$ cat config.mk
export PLATFORM = sky130hd
export DESIGN_NAME = ddo_muldiv
export DESIGN_NICKNAME = d
export VERILOG_FILES = /design/src/ddo_pkg.sv /design/src/ddo_muldiv.sv
export SDC_FILE = /design/constraint.sdc
export NUM_CORES = 1
export LEC_CHECK = 0
export BUFFER_PORTS_ARGS = -buffer_cell sky130_fd_sc_hd__buf_2
export CORE_ASPECT_RATIO = 1.5
export CORE_MARGIN = 1
export CORE_UTILIZATION = 35
export DETAILED_ROUTE_END_ITERATION = 10
export PLACE_DENSITY = 0.59
export SETUP_SLACK_MARGIN = 0.2
export SYNTH_ARGS = -nofsm -noshare
export SYNTH_HDL_FRONTEND = slang
export SYNTH_SLANG_ARGS = --single-unit
export TNS_END_PERCENT = 50
$ cat constraint.sdc
create_clock -name clock -period 31 [get_ports clock]
set_clock_uncertainty 0.2 [all_clocks]
set_input_delay 1.55 -clock clock [delete_from_list [all_inputs] [get_ports clock]]
set_output_delay 1.55 -clock clock [all_outputs]
set_load 0.01 [all_outputs]
$ cat src/ddo_pkg.sv
// Shared types, constants and helper functions for the differential-drive odometry block.
// Depends on nothing; every other file of the block uses it except ddo_checker.
`default_nettype none
package ddo_pkg;

   localparam int DDO_COUNT_BITS    = 32;
   localparam int DDO_POS_FRAC_BITS = 16;
   localparam int DDO_ANGLE_BITS    = 16;

   localparam int POS_W   = 32;
   localparam int HEAD_W  = 16;
   localparam int CSR_IDX_W = 4;
   localparam int CSR_DATA_W = 32;

   localparam logic [CSR_IDX_W-1:0] CFG_INITIAL_X       = 4'd0;
   localparam logic [CSR_IDX_W-1:0] CFG_INITIAL_Y       = 4'd1;
   localparam logic [CSR_IDX_W-1:0] CFG_INITIAL_HEADING = 4'd2;
   localparam logic [CSR_IDX_W-1:0] CFG_LINEAR_ADJUST   = 4'd3;
   localparam logic [CSR_IDX_W-1:0] CFG_ANGULAR_ADJUST  = 4'd4;
   localparam logic [CSR_IDX_W-1:0] CFG_WHEEL_RADIUS    = 4'd5;
   localparam logic [CSR_IDX_W-1:0] CFG_WHEEL_BASE      = 4'd6;
   localparam logic [CSR_IDX_W-1:0] CFG_TICKS_PER_TURN  = 4'd7;

   localparam logic [15:0] RADIUS_RESET = 16'd3198;
   localparam logic [17:0] BASE_RESET   = 18'd14241;
   localparam logic [31:0] TICKS_RESET  = 32'd58848707;

   localparam logic [63:0] PI_Q30  = 64'd3373259426;
   localparam logic [63:0] ONE_Q30 = 64'd1 << 30;
   localparam logic [63:0] MAG_LIM = 64'd1 << 62;

   typedef struct packed {
      logic        start;
      logic [63:0] a;
      logic [63:0] b;
      logic [63:0] c;
   } md_req_type;

   typedef struct packed {
      logic        done;
      logic [63:0] q;
   } md_rsp_type;

   function automatic logic [63:0] sat_mag(input logic [63:0] m);
      return (m > MAG_LIM) ? MAG_LIM : m;
   endfunction

   function automatic logic signed [31:0] sat32(input logic signed [63:0] v);
      logic signed [31:0] r;
      if (v > 64'sd2147483647) begin
         r = 32'sh7FFFFFFF;
      end else if (v < -64'sd2147483648) begin
         r = 32'sh80000000;
      end else begin
         r = v[31:0];
      end
      return r;
   endfunction

   // Series term divisors (k times 2^30) for the sine and cosine steps.
   function automatic logic [63:0] term_div(input logic [3:0] step);
      logic [63:0] k;
      case (step)
         4'd2:    k = 64'd6;
         4'd3:    k = 64'd20;
         4'd4:    k = 64'd42;
         4'd5:    k = 64'd72;
         4'd6:    k = 64'd110;
         4'd7:    k = 64'd2;
         4'd8:    k = 64'd12;
         4'd9:    k = 64'd30;
         4'd10:   k = 64'd56;
         4'd11:   k = 64'd90;
         4'd12:   k = 64'd132;
         default: k = 64'd1;
      endcase
      return k << 30;
   endfunction

endpackage
`default_nettype wire

$ cat src/ddo_muldiv.sv
// Shared multiply-divide unit: floor(a*b/c) with an exact 128-bit product, saturating
// to all ones when the quotient does not fit. Depends on ddo_pkg.
`default_nettype none
module ddo_muldiv (
   input  logic                clock,
   input  logic                reset,
   input  ddo_pkg::md_req_type md_req,
   output ddo_pkg::md_rsp_type md_rsp
);
   import ddo_pkg::*;

   localparam logic [2:0] M_IDLE = 3'd0;
   localparam logic [2:0] M_MUL  = 3'd1;
   localparam logic [2:0] M_CHK  = 3'd2;
   localparam logic [2:0] M_DIV  = 3'd3;
   localparam logic [2:0] M_DONE = 3'd4;

   logic [2:0]  st_ff, st_in;
   logic [5:0]  cnt_ff, cnt_in;
   logic [63:0] a_ff, a_in, c_ff, c_in, hi_ff, hi_in, lo_ff, lo_in;
   logic [64:0] acc;
   logic [63:0] sh;
   logic        ge;

   always_comb begin
      st_in  = st_ff;
      cnt_in = cnt_ff;
      a_in   = a_ff;
      c_in   = c_ff;
      hi_in  = hi_ff;
      lo_in  = lo_ff;
      acc    = {1'b0, hi_ff} + (lo_ff[0] ? {1'b0, a_ff} : 65'd0);
      sh     = {hi_ff[62:0], lo_ff[63]};
      ge     = hi_ff[63] || (sh >= c_ff);
      unique case (st_ff)
         M_IDLE: begin
            if (md_req.start) begin
               a_in   = md_req.a;
               c_in   = md_req.c;
               hi_in  = 64'd0;
               lo_in  = md_req.b;
               cnt_in = 6'd0;
               st_in  = M_MUL;
            end
         end
         M_MUL: begin
            hi_in  = acc[64:1];
            lo_in  = {acc[0], lo_ff[63:1]};
            cnt_in = cnt_ff + 6'd1;
            if (cnt_ff == 6'd63) begin
               st_in = M_CHK;
            end
         end
         M_CHK: begin
            cnt_in = 6'd0;
            if (hi_ff >= c_ff) begin
               lo_in = '1;
               st_in = M_DONE;
            end else begin
               st_in = M_DIV;
            end
         end
         M_DIV: begin
            hi_in  = ge ? (sh - c_ff) : sh;
            lo_in  = {lo_ff[62:0], ge};
            cnt_in = cnt_ff + 6'd1;
            if (cnt_ff == 6'd63) begin
               st_in = M_DONE;
            end
         end
         M_DONE: begin
            st_in = M_IDLE;
         end
         default: begin
            st_in = M_IDLE;
         end
      endcase
   end

   always_ff @(posedge clock) begin
      if (reset) begin
         st_ff <= M_IDLE;
      end else begin
         st_ff <= st_in;
      end
      cnt_ff <= cnt_in;
      a_ff   <= a_in;
      c_ff   <= c_in;
      hi_ff  <= hi_in;
      lo_ff  <= lo_in;
   end

   assign md_rsp.done = (st_ff == M_DONE);
   assign md_rsp.q    = lo_ff;

endmodule
`default_nettype wire

# Word level (Yosys, flattened, before mapping)
# Cells that the tools add are included.
# totals
ff_bits,265
inputBits,195
# op_classes
n_addsub,3
order_cmp,2
n_eq_ne,9
muxes,14
n_reduce_logical,11
# ops
op,n
$mux W64,5
$pmux W64 S4,1
$pmux W64 S3,1
$ge A64 B64 Y1,2
$add A64 B64 Y65,1
$sub A64 B64 Y64,1
$pmux W6 S3,1
$mux W3,4
$pmux W3 S4,1
$ne A2 B2 Y1 const B,4
$add A6 B1 Y6 const B,1
$eq A3 B2 Y1 const B,2
$eq A6 B6 Y1 const B,1
$mux W6,1
$reduce_and A2 Y1,3
$reduce_and A3 Y1,2
$reduce_bool A3 Y1,2
$reduce_bool A4 Y1,1
$eq A3 B1 Y1 const B,1
$eq A3 B3 Y1 const B,1
$logic_not A3 Y1,1
$reduce_or A2 Y1,1
$logic_or A1 B1 Y1,1

# Depth between registers and ports, before layout
# Gate-level depths: netlist (run 1).
# logic_depth
depth_word,4
depth_mapped,17

# Least setup slack after synthesis (run 1)
# Ideal clock, no wire load.
# synth_path
kind,input to register
startpoint,in md_req[192] in the netlist's numbering
endpoint,reg hi_ff[0] (enable)
setup_ns,0.394
arrival_time_ns,16.661
required_ns,30.406
slack_ns,13.745
cell_stages,2
n_path_buf,0
cell_sequence,nor4b_1 -> or2_2
# synth_between
elab_chain_cells,2
# synth_lines
item,line,source
from (decl),ddo_muldiv.sv:7,"input ddo_pkg::md_req_type md_req,"
$ne A2 B2 Y1 (no line),n/a,
$reduce_and A2 Y1 (no line),n/a,
to (signal assigned),ddo_muldiv.sv:89,hi_ff <= hi_in;
to (decl),ddo_muldiv.sv:20,"logic [63:0] a_ff, a_in, c_ff, c_in, hi_ff, hi_in, lo_ff, lo_in;"
# Every way passes these cells.
# A chain may end at the register's enable or synchronous reset.

# Worst setup path after layout (run 1)
# layout_path
startpoint,reg hi_ff[42]
endpoint,"reg hi_ff[61], data pin"
# layout_between
elab_chain_cells,4
elab_cells_between_ends,6
classes_between,add/sub (2); order compare (1); mux (2); reduce/logical (1)
# layout_lines
item,line,source
$ge A64 B64 Y1,ddo_muldiv.sv:34,ge = hi_ff[63] || (sh >= c_ff);
$logic_or A1 B1 Y1,ddo_muldiv.sv:34,
$mux W64,ddo_muldiv.sv:64,hi_in = ge ? (sh - c_ff) : sh;
$pmux W64 S3 *,ddo_muldiv.sv:35,unique case (st_ff)
named net hi_in[61],ddo_muldiv.sv:20,
# The timed path passes the listed nets; every way through them passes the cells marked *.

==> results by group, run 1 <==
Timing
  • Crit share post-route: 0.188
  • Unrepaired setup endpoints after global routing: no
  • Slew at the pin closest to its max-slew limit: 1.39 ns
  • Fin crit period: 5.82 ns
  • Final sum of negative setup slack: 0 ns
  • Max-slew headroom: 0.0730
  • Count of pins over their slew limit: 0
  • Final setup violation count: 0
  • Fmax: 172 MHz
  • Worst hold margin: 0.396 ns
  • Number of endpoints with negative hold slack in the final report: 0

Hold path
  • Min-Delay Path Class: reg2reg

Yosys
  • Post-synth design cell area: 0.0203 mm2
  • Average cell area after synthesis: 9.31 um2
  • Portion of the post-synthesis area used by sequential elements: 0.390
  • Gate count after technology mapping: ~2,200
  • Post-synth top cells: sky130_fd_sc_hd__edfxtp_1 (262), sky130_fd_sc_hd__a21oi_1 (257), sky130_fd_sc_hd__nor2_1 (201)
  • Post-synth EDFFs: 262
  • Count leader, synth: sky130_fd_sc_hd__edfxtp_1
  • Synth area leaders: sky130_fd_sc_hd__edfxtp_1 (39%), sky130_fd_sc_hd__ha_1 (12%), sky130_fd_sc_hd__a21oi_1 (6.3%), sky130_fd_sc_hd__nor2_1 (3.7%), sky130_fd_sc_hd__mux2i_1 (3.7%)
  • Combinational family with the most area after synthesis: compound AO/OA/AOI/OAI gates
  • Post-synthesis share of cell area spent on xor and xnor gates: 0.0496
  • Basic-gate share of the synthesized area counting and, or, nand and nor cells: 0.147
  • Async set or reset register ratio after synthesis: 0
  • Portion of netlist area occupied by mux cells: 0.0375
  • Area fraction of the dominant cell type after synthesis: 0.388
  • Post-synthesis register bit count: 265
  • Number of library cell types mapped by synthesis: 79
  • Compound-gate portion of the synthesized area: 0.215
  • Post-synthesis share of cell area spent on full adders, half adders and majority gates: 0.121
  • Total nets after synthesis: 2,571
  • Synth area leader: sky130_fd_sc_hd__edfxtp_1
  • Yosys warning total: 0
  • Leading register cell type out of synthesis: sky130_fd_sc_hd__edfxtp_1

Detailed routing
  • Pre-Repair DR Iteration Count: 6
  • Vias per cell: 5.62
  • Initial drt markers: about 1,200
  • Number of nets with antenna violations after routing: 0
  • Routed via count: roughly 18,000
  • Wirelength per Cell: 21.6 um
  • DRC viols: 0
  • Total wire length: roughly 69 mm

Final layout
  • Post-layout util: 0.410
  • Multi-input gate area: 0.0116 mm2
  • Fin nets: 2,776
  • Final non-filler cell area: 0.0234 mm2
  • Share of layout cells above drive strength 1: 0.149
  • Storage cell area: approximately 0.008 mm2
  • Filler cell count in the final layout: approximately 5,800
  • Area Overhead vs Synth: 15.3%

Clock tree
  • Root Driver: sky130_fd_sc_hd__clkbuf_16
  • Number of sinks driven by the clock tree: 265
  • Clock Latency Late Sink: 0.60 ns
  • Max Buffers Root-to-Sink: 3
  • TritonCTS clock tree: built
  • Resized Gates After CTS: 0
  • CTS clk-pin slew, worst paths: ~0.070 ns
  • Number of buffers created by CTS: 30
  • Count of buffers added by post-CTS timing repair for setup: 0
  • Number of H-tree levels: 1
  • Count of hold-fix buffers inserted at cts: 0

Setup path
  • Critical path start-end classification: reg2reg
  • Kind of start point of the critical path: flop
  • Largest fanout on the critical path: 27
  • Required time of the critical path: 31.24 ns
  • Category of the worst setup path capture point: flop
  • Worst path arrival time: about 6.1 ns

Pwr
  • Internal power consumption: around 0.00087 W
  • Switching power total: 0.000520 W
  • Relative contribution of the clock network to total power: 0.289
  • Share of total power in sequential cells: 0.343
  • Maximum resistive drop on vdd: 58.2 uV
  • Power per Cell Area: ~60 mW/mm2
  • Static leakage power: 9.85 nW
  • Logic gate share of total power: 0.369
  • Fraction of power spent switching nets: 0.373

Global route
  • Maximum number of pins on one net before global-route repair: 78
  • Wire length of the first global-routing pass: 106 mm
  • Initial antenna violation count: 5
  • Vias in the first global route: 18,200
  • Total global routing track utilization: 0.231
  • Remaining global-route overflow: 0

Floorplan
  • Initial standard-cell utilization of the core: 0.356
  • Floorplan die width: 199 um
  • Die Area: 0.0590 mm2
  • Total I/O pin count: 260
  • Placeable core area: 0.0570 mm2
  • Row count: between 100 and 150
  • DIE HEIGHT: a little under 300 um

Placement
  • Post-Place Cell Area: 0.0223 mm2
  • Routability Congestion: 0.961
  • Port Buf Inserts: approximately 260
  • Hpwl dp: between 50 and 60 mm

Run status
  • Run status: completed

Run
  • # Max-Cap Violations: 0
per-stage QoR:
stage	power, W	setup WS, ns	instances
2_1_floorplan	0.000836	13.74	2181
3_3_place_gp	0.000989	25.32	3117
3_5_place_dp	0.000992	25.25	3117
4_1_cts	0.00140	25.22	3173
5_1_grt	0.00147	24.84	3178
6_report	0.00140	25.19	3178
cells by family (layout without fill, tap and decap cells):
| logic type | count (synthesis) | after routing |
|---|---|---|
| fa+ha+maj | 195 | 195 |
| mux | 76 | 76 |
| flops | 265 | 265 |
| buf+inv | 204 | 433 |
| other cells | 0 | 5 |
| compound gates | 694 | 694 |
| xor+xnor | 115 | 115 |
| simple gates | 632 | 632 |
power groups by stage:
stage | Sequential, W | Clock (W) | Combinational (W)
finish | 0.000478 | 0.000403 | 0.000514
global route | 0.000481 | 0.000425 | 0.000566
CTS | 0.000478 | 0.000415 | 0.000510
detailed placement | 0.000485 | 0 | 0.000507
global placement | 0.000484 | 0 | 0.000506
floorplan | 0.000479 | 0 | 0.000357
registers in the layout (all words and copies together), names as in the netlist:
name    cells
lo_ff      64
hi_ff      64
a_ff       64
c_ff       64
st_ff       3
cnt_ff      6
critical path, stage by stage (launching register included):
cell,delay (ns)
sky130_fd_sc_hd__edfxtp_1,0.46
sky130_fd_sc_hd__ha_1,0.64
sky130_fd_sc_hd__nand4_1,0.25
sky130_fd_sc_hd__nor3_1,0.28
sky130_fd_sc_hd__nor4b_1,0.52
sky130_fd_sc_hd__a31oi_1,0.34
sky130_fd_sc_hd__o221ai_1,0.52
sky130_fd_sc_hd__or3_2,0.68
sky130_fd_sc_hd__inv_2,0.48
sky130_fd_sc_hd__nor2_1,0.91
sky130_fd_sc_hd__a221oi_1,0.19
sky130_fd_sc_hd__a21oi_1,0.17
layer usage:
layer,routed length (um),up-vias,GRT usage
li1,-,8519,-
met1,27500,8608,0.271
met2,35100,565,0.414
met3,2820,169,0.0223
met4,3380,0,0.112
met5,0,-,0
final timing paths:
kind / from / end / slack (ns) / cells past startpoint
setup / recovery: hi_ff[42] / hi_ff[61] / 25.19 / 11
hold / removal: cnt_ff[0] / cnt_ff[0] / 0.40 / 1
hold reg to reg: cnt_ff[0] / cnt_ff[0] / 0.40 / 1
setup reg to reg: hi_ff[42] / hi_ff[61] / 25.19 / 11
cell type report:
class	instances	share of cell area
flip-flops and latches	265	0.339
diodes	5	0.000534
multi-input cells	1712	0.496
clock buffers	33	0.0325
repair buffers	277	0.0611
clock inverters	23	0.0142
well taps	763	0.0408
inverters	100	0.0160
placed cells by master (no fill, tap or decap), types with 47 or more instances in the layout:
cell,instances
sky130_fd_sc_hd__a21o_1,91
sky130_fd_sc_hd__a21oi_1,257
sky130_fd_sc_hd__and2_1,71
sky130_fd_sc_hd__buf_2,259
sky130_fd_sc_hd__edfxtp_1,262
sky130_fd_sc_hd__ha_1,193
sky130_fd_sc_hd__inv_1,98
sky130_fd_sc_hd__mux2i_1,75
sky130_fd_sc_hd__nand2_1,172
sky130_fd_sc_hd__nand4_1,47
sky130_fd_sc_hd__nor2_1,200
sky130_fd_sc_hd__o21ai_0,119
sky130_fd_sc_hd__xnor2_1,67
sky130_fd_sc_hd__xor2_1,48
Note: power is estimated with default switching activity, not from simulation.
==> inputs of run 2 (changes only) <==
--- a/config.mk
+++ b/config.mk
@@ -10,7 +10,7 @@
 export CORE_MARGIN = 1
 export CORE_UTILIZATION = 35
 export DETAILED_ROUTE_END_ITERATION = 10
-export PLACE_DENSITY = 0.59
+export PLACE_DENSITY = 0.61
 export SETUP_SLACK_MARGIN = 0.2
 export SYNTH_ARGS = -nofsm -noshare
 export SYNTH_HDL_FRONTEND = slang
==> constraint.sdc (replaced) <==
create_clock -name clock -period 5 [get_ports clock]
set_clock_uncertainty 0.2 [all_clocks]
set_input_delay 0.25 -clock clock [delete_from_list [all_inputs] [get_ports clock]]
set_output_delay 0.25 -clock clock [all_outputs]
set_load 0.01 [all_outputs]
==> results by group, run 2 (same netlist as run 1, synthesis figures left out) <==
Floorplan
  • Die Area: 0.0590 mm2 (unchanged)
  • Total I/O pin count: 260 (unchanged)
  • Placeable core area: 0.0570 mm2 (unchanged)
  • Floorplan die width: 199 um (unchanged)
  • Row count: 107 (unchanged)
  • DIE HEIGHT: 297 um (unchanged)
  • Initial standard-cell utilization of the core: 0.356 (unchanged)

Setup path
  • Slowest CP cell: sky130_fd_sc_hd__a2111oi_0
  • Chain of cells forming the critical path: inv_1 > ha_1 > nand2b_1 > a21o_1 > a21o_1 > a21o_1 > a21o_1 > a2111oi_0 > o21ai_1 > a211oi_1 > o31ai_2 > a21oi_2 > a211oi_4 > buf_12
  • Biggest cell delay along the critical path: 0.61 ns (-0.30 ns)
  • Category of the worst setup path capture point: flop
  • Worst-case register-to-register setup slack: 0.33 ns (-24.85 ns)
  • Largest fanout on the critical path: 64 (+140%)
  • Dominant cell type by count on the critical path: sky130_fd_sc_hd__a21o_1
  • Worst path arrival time: 4.79 ns (-1.26 ns)
  • Kind of start point of the critical path: flop
  • Critical path start-end classification: reg2reg
  • Required time of the critical path: 5.12 ns (-26.12 ns)

Detailed routing
  • Number of nets with antenna violations after routing: 0 (unchanged)
  • Wirelength per Cell: 21.2 um (-2.0%)
  • Vias per cell: 5.51 (-1.9%)
  • DRC viols: 0 (unchanged)
  • Initial drt markers: 1,128 (-2.3%)
  • Routed via count: 18,700 (+4.9%)
  • Total wire length: 72.1 mm (+4.8%)
  • Pre-Repair DR Iteration Count: 6 (unchanged)

Pwr
  • Maximum resistive drop on vdd: 293 uV (+400%)
  • Switching power total: 0.00329 W (+530%)
  • Power per Cell Area: 342 mW/mm2 (+470%)
  • Logic gate share of total power: 0.391 (+0.022)
  • Relative contribution of the clock network to total power: 0.269 (-0.020)
  • Share of total power in sequential cells: 0.340 (-0.003)
  • Static leakage power: 10.8 nW (+9.8%)
  • Fraction of power spent switching nets: 0.377 (+0.00348)
  • Internal power consumption: 0.00545 W (+520%)

Clock tree
  • CTS clk-pin slew, worst paths: 0.07 ns (about the same)
  • Number of H-tree levels: 1 (unchanged)
  • Root Driver: sky130_fd_sc_hd__clkbuf_16
  • TritonCTS clock tree: built
  • Count of buffers added by post-CTS timing repair for setup: 0 (unchanged)
  • Number of sinks driven by the clock tree: 265 (unchanged)
  • Clock Latency Late Sink: 0.61 ns (about the same)
  • Max Buffers Root-to-Sink: 3 (unchanged)
  • Number of buffers created by CTS: 31 (+3.3%)

Timing
  • Slew at the pin closest to its max-slew limit: 1.07 ns (-0.320 ns)
  • Max-slew headroom: 0.290 (+0.217)
  • Unrepaired setup endpoints after global routing: yes
  • Count of pins over their slew limit: 0 (unchanged)
  • Fin crit period: 4.67 ns (-1.15 ns)
  • Number of endpoints with negative hold slack in the final report: 0 (unchanged)
  • Final setup violation count: 0 (unchanged)
  • Crit share post-route: 0.933 (+0.746)
  • Fmax: 214 MHz (+25%)

Run
  • # Max-Cap Violations: 0 (unchanged)

Final layout
  • Post-layout util: 0.448 (+0.0378)
  • Fin nets: 2,999 (+8.0%)
  • Filler cell count in the final layout: 5,676 (-2.6%)
  • Top library cells by usage in the layout, fill and taps aside: sky130_fd_sc_hd__edfxtp_1 (262), sky130_fd_sc_hd__buf_2 (259), sky130_fd_sc_hd__a21oi_1 (256), sky130_fd_sc_hd__nor2_1 (200)
  • Share of layout cells above drive strength 1: 0.145 (-0.00352)
  • Most common cell after layout, fill and taps aside: sky130_fd_sc_hd__edfxtp_1
  • Final non-filler cell area: 0.0256 mm2 (+9.2%)
  • Area Overhead vs Synth: 25.9%

Hold path
  • Min-Delay Path Class: in2reg

Global route
  • Remaining global-route overflow: 0 (unchanged)
  • Maximum number of pins on one net before global-route repair: 130 (+67%)
  • Vias in the first global route: 19,400 (+6.5%)
  • Initial antenna violation count: 1 (-4)
  • Wire length of the first global-routing pass: 110 mm (+4.2%)
  • Total global routing track utilization: 0.242 (+0.0106)

Placement
  • Port Buf Inserts: 259 (unchanged)
  • Post-Place Cell Area: 0.0226 mm2 (+1.3%)
  • Routability Congestion: 1.00 (+4.6%)
  • Hpwl dp: 54.9 mm (+3.7%)

Run status
  • Run status: completed
-- run 2: cell types whose count changed in the layout (fill, tap and decap cells not counted), moves of 3 or more --
| cell | delta |
|---|---|
| sky130_fd_sc_hd__clkinv_1 | +6 |
| sky130_fd_sc_hd__buf_4 | +24 |
| sky130_fd_sc_hd__dlygate4sd3_1 | +193 |
| sky130_fd_sc_hd__clkbuf_1 | +4 |
| sky130_fd_sc_hd__buf_12 | +5 |
| sky130_fd_sc_hd__bufinv_16 | -3 |
| sky130_fd_sc_hd__diode_2 | -4 |
| sky130_fd_sc_hd__clkinvlp_4 | -5 |
-- run 2: layout make-up --
type                       instances  area (um2)  area share
multi-input combinational       1712       11600       0.455
sequential                       265        7930       0.310
timing repair buffer             499        3640       0.143
tap                              763         955      0.0373
clock buffer                      38         802      0.0314
inverter                         100         375      0.0147
clock inverter                    20         221     0.00866
antenna                            1        2.50   0.0000979
-- run 2: worst max-delay path: cells and delay by family, from the launching register on --
kind / cells / cell delay, ns
buf+inv: 2 / 0.38
fa+ha+maj: 1 / 0.22
compound gates: 10 / 2.94
simple gates: 1 / 0.14
flops: 1 / 0.44
-- run 2: final timing paths --
check	start	end	cells past startpoint
setup / recovery	hi_ff[0]	lo_ff[50]	14
hold / removal	md_req[26]	c_ff[26]	2
hold reg to reg	cnt_ff[0]	cnt_ff[0]	1
setup reg to reg	hi_ff[0]	lo_ff[50]	14
-- run 2: power groups by stage --
| stage | combinational (W) | clock, W | sequential [W] |
|---|---|---|---|
| floorplan | 0.00221 | 0 | 0.00294 |
| global placement | 0.00322 | 0 | 0.00301 |
| detailed placement | 0.00323 | 0 | 0.00301 |
| CTS | 0.00338 | 0.00242 | 0.00297 |
| global route | 0.00373 | 0.00249 | 0.00299 |
| finish | 0.00341 | 0.00235 | 0.00297 |
-- run 2: timing repair --
item / 4_1_cts / 5_1_grt
setup endpoints to repair: 64 / 68
hold endpoints to repair: 195 / 0
resized for setup: 2 / 2
hold buffers: 193 / 0
-- run 2: per-layer routing --
metal	routed length, um	GRT usage	vias to the layer above
met5	0	0	-
met4	4130	0.130	0
met3	3150	0.0266	183
met2	37100	0.442	650
met1	27800	0.269	8925
li1	-	-	8972
-- run 2: through the flow --
stage	worst slack [ns]	cells	TNS, ns	hold WS [ns]	power, W
after global placement	-0.0689	3146	-4.03	0.227	0.00623
after floorplan	-1.39	2181	-134.34	0.138	0.00516
after CTS	0.202	3397	0	0.118	0.00877
after detailed placement	-0.140	3146	-8.69	0.228	0.00625
final	0.334	3398	0	0.148	0.00874
after global routing	0.130	3398	0	0.138	0.00921
==> inputs of run 3 (changes only) <==
--- a/config.mk
+++ b/config.mk
@@ -11,6 +11,7 @@
 export CORE_UTILIZATION = 35
 export DETAILED_ROUTE_END_ITERATION = 10
 export PLACE_DENSITY = 0.61
+export REMOVE_ABC_BUFFERS = 1
 export SETUP_SLACK_MARGIN = 0.2
 export SYNTH_ARGS = -nofsm -noshare
 export SYNTH_HDL_FRONTEND = slang
==> results by group, run 3 (same netlist as run 1, synthesis figures left out) <==
Run status
  • Run status: completed

Global route
  • Vias in the first global route: 19,300 (-0.47%)
  • Total global routing track utilization: 0.239 (-0.00240)
  • Wire length of the first global-routing pass: 109 mm (-1.3%)
  • Initial antenna violation count: 2 (+1)
  • Remaining global-route overflow: 0 (unchanged)
  • Maximum number of pins on one net before global-route repair: 130 (unchanged)

Clock tree
  • Number of buffers created by CTS: 34 (+9.7%)
  • CTS clk-pin slew, worst paths: 0.06 ns (about the same)
  • TritonCTS clock tree: built
  • Clock Latency Late Sink: 0.57 ns (-0.04 ns)
  • Root Driver: sky130_fd_sc_hd__clkbuf_16
  • Max Buffers Root-to-Sink: 3 (unchanged)
  • Number of H-tree levels: 2 (+1)
  • Count of buffers added by post-CTS timing repair for setup: 0 (unchanged)
  • Number of sinks driven by the clock tree: 265 (unchanged)

Placement
  • Routability Congestion: 0.946 (-5.9%)
  • Port Buf Inserts: 259 (unchanged)
  • Post-Place Cell Area: 0.0226 mm2 (about the same)
  • Pre-CTS setup slack: -0.303 ns (-0.163 ns)
  • Hpwl dp: 53.7 mm (-2.3%)

Setup path
  • Kind of start point of the critical path: flop
  • Worst R2R End: lo_ff[31]
  • Largest fanout on the critical path: 64 (unchanged)
  • Worst-case register-to-register setup slack: 0.34 ns (about the same)
  • Worst path arrival time: 4.74 ns (-0.05 ns)
  • Cell depth of the worst flop-to-flop path: 14 (unchanged)
  • Capturing element of the worst setup path: lo_ff[31]
  • Crit. Startpoint: hi_ff[0]
  • Category of the worst setup path capture point: flop
  • Required time of the critical path: 5.08 ns (-0.04 ns)
  • Critical path start-end classification: reg2reg
  • R2r startpoint: hi_ff[0]

Floorplan
  • Floorplan die width: 199 um (unchanged)
  • Placeable core area: 0.0570 mm2 (unchanged)
  • Initial standard-cell utilization of the core: 0.356 (unchanged)
  • DIE HEIGHT: 297 um (unchanged)
  • Die Area: 0.0590 mm2 (unchanged)
  • Total I/O pin count: 260 (unchanged)
  • Row count: 107 (unchanged)

Pwr
  • Static leakage power: 10.9 nW (+0.81%)
  • Internal power consumption: 0.00568 W (+4.2%)
  • Maximum resistive drop on vdd: 232 uV (-21%)
  • Power per Cell Area: 348 mW/mm2 (+2.0%)
  • Share of total power in sequential cells: 0.331 (-0.009)
  • Relative contribution of the clock network to total power: 0.291 (+0.022)
  • Logic gate share of total power: 0.378 (-0.013)
  • Fraction of power spent switching nets: 0.367 (-0.00908)
  • Switching power total: 0.00330 W (+0.25%)

Detailed routing
  • Pre-Repair DR Iteration Count: 5 (-1)
  • Number of nets with antenna violations after routing: 0 (unchanged)
  • Initial drt markers: 1,129 (+0.089%)
  • Routed via count: 18,600 (-0.90%)
  • Vias per cell: 5.45 (-1.2%)
  • DRC viols: 0 (unchanged)
  • Total wire length: 70.9 mm (-1.7%)
  • Wirelength per Cell: 20.8 um (-1.9%)

Timing
  • Fin crit period: 4.66 ns (-0.00713 ns)
  • Slew at the pin closest to its max-slew limit: 1.02 ns (-0.0452 ns)
  • Max-slew headroom: 0.320 (+0.0301)
  • Final setup violation count: 0 (unchanged)
  • Unrepaired setup endpoints after global routing: no
  • Worst Slack Setup Final: 0.341 ns (+0.00712 ns)
  • Fmax: 215 MHz (+0.15%)
  • Number of endpoints with negative hold slack in the final report: 0 (unchanged)
  • Count of pins over their slew limit: 0 (unchanged)
  • Crit share post-route: 0.932 (-0.00143)
  • Final sum of negative setup slack: 0 ns (unchanged)

Final layout
  • Post-layout util: 0.452 (+0.00331)
  • Area Overhead vs Synth: 26.9%
  • Fin nets: 3,007 (+0.27%)
  • Final non-filler cell area: 0.0258 mm2 (+0.74%)
  • Most common cell after layout, fill and taps aside: sky130_fd_sc_hd__edfxtp_1
  • Top library cells by usage in the layout, fill and taps aside: sky130_fd_sc_hd__edfxtp_1 (262), sky130_fd_sc_hd__buf_2 (259), sky130_fd_sc_hd__a21oi_1 (256), sky130_fd_sc_hd__nor2_1 (200)
  • Share of layout cells above drive strength 1: 0.150 (+0.00518)

Run
  • # Max-Cap Violations: 0 (unchanged)

Hold path
  • Min-Delay Path Class: in2reg
## run 3: worst max-delay path, cell delays in order, from the launching register on
cell and delay, ns:
sky130_fd_sc_hd__edfxtp_1 0.48, sky130_fd_sc_hd__inv_1 0.15, sky130_fd_sc_hd__ha_1 0.24, sky130_fd_sc_hd__nand2b_1 0.14, sky130_fd_sc_hd__a21o_1 0.17, sky130_fd_sc_hd__a21o_1 0.17
sky130_fd_sc_hd__a21o_1 0.17, sky130_fd_sc_hd__a21o_1 0.18, sky130_fd_sc_hd__a2111oi_1 0.66, sky130_fd_sc_hd__o21ai_1 0.34, sky130_fd_sc_hd__a211oi_1 0.48, sky130_fd_sc_hd__o31ai_2 0.25
sky130_fd_sc_hd__a21oi_4 0.30, sky130_fd_sc_hd__a211oi_4 0.11, sky130_fd_sc_hd__buf_12 0.26
## run 3: stage by stage
step / std cells / hold slack (ns) / power, W
after floorplan: 2077 / 0.138 / 0.00516
after detailed placement: 3151 / 0.228 / 0.00624
after global routing: 3407 / 0.179 / 0.00946
final: 3408 / 0.190 / 0.00898
after CTS: 3406 / 0.154 / 0.00902
after global placement: 3151 / 0.227 / 0.00621
## run 3: final cells by class
cell class,instances,area (um2)
Tap cell,763,955
Clock buffer,41,908
Inverter,100,375
Multi-Input combinational cell,1712,11600
Sequential cell,265,7930
Antenna cell,2,5.00
Timing Repair Buffer,504,3670
Fill cell,5599,31300
Clock inverter,21,267
## run 3: power groups by stage
stage	clock network (W)	logic [W]	registers, W
finish	0.00261	0.00339	0.00297
CTS	0.00269	0.00337	0.00297
detailed placement	0	0.00322	0.00301
floorplan	0	0.00218	0.00298
global placement	0	0.00320	0.00301
global route	0.00275	0.00372	0.00299
## run 3: what timing repair did
item / CTS / global route
endpoints found under the setup margin: 67 / 48
gates resized for setup: 4 / 4
pin swaps: 0 / 0
hold endpoints to repair: 195 / 0
hold buffers: 193 / 0
## run 3: worst min-delay path by stage
stage	startpoint	to	cells past startpoint
3_3_place_gp	md_req[23]	c_ff[23]	1
6_report	md_req[7]	c_ff[7]	2
4_1_cts	md_req[8]	c_ff[8]	2
5_1_grt	md_req[6]	c_ff[6]	2
3_5_place_dp	md_req[155]	a_ff[27]	1
2_1_floorplan	reset	st_ff[0]	1
## run 3: metal layers
metal	wire (um)	share of wire	GRT usage	up-vias
met3	2550	0.036	0.0237	208
met5	0	0	0	-
met2	35900	0.51	0.425	580
met1	27900	0.39	0.272	8800
li1	-	-	-	8973
met4	4530	0.064	0.146	0
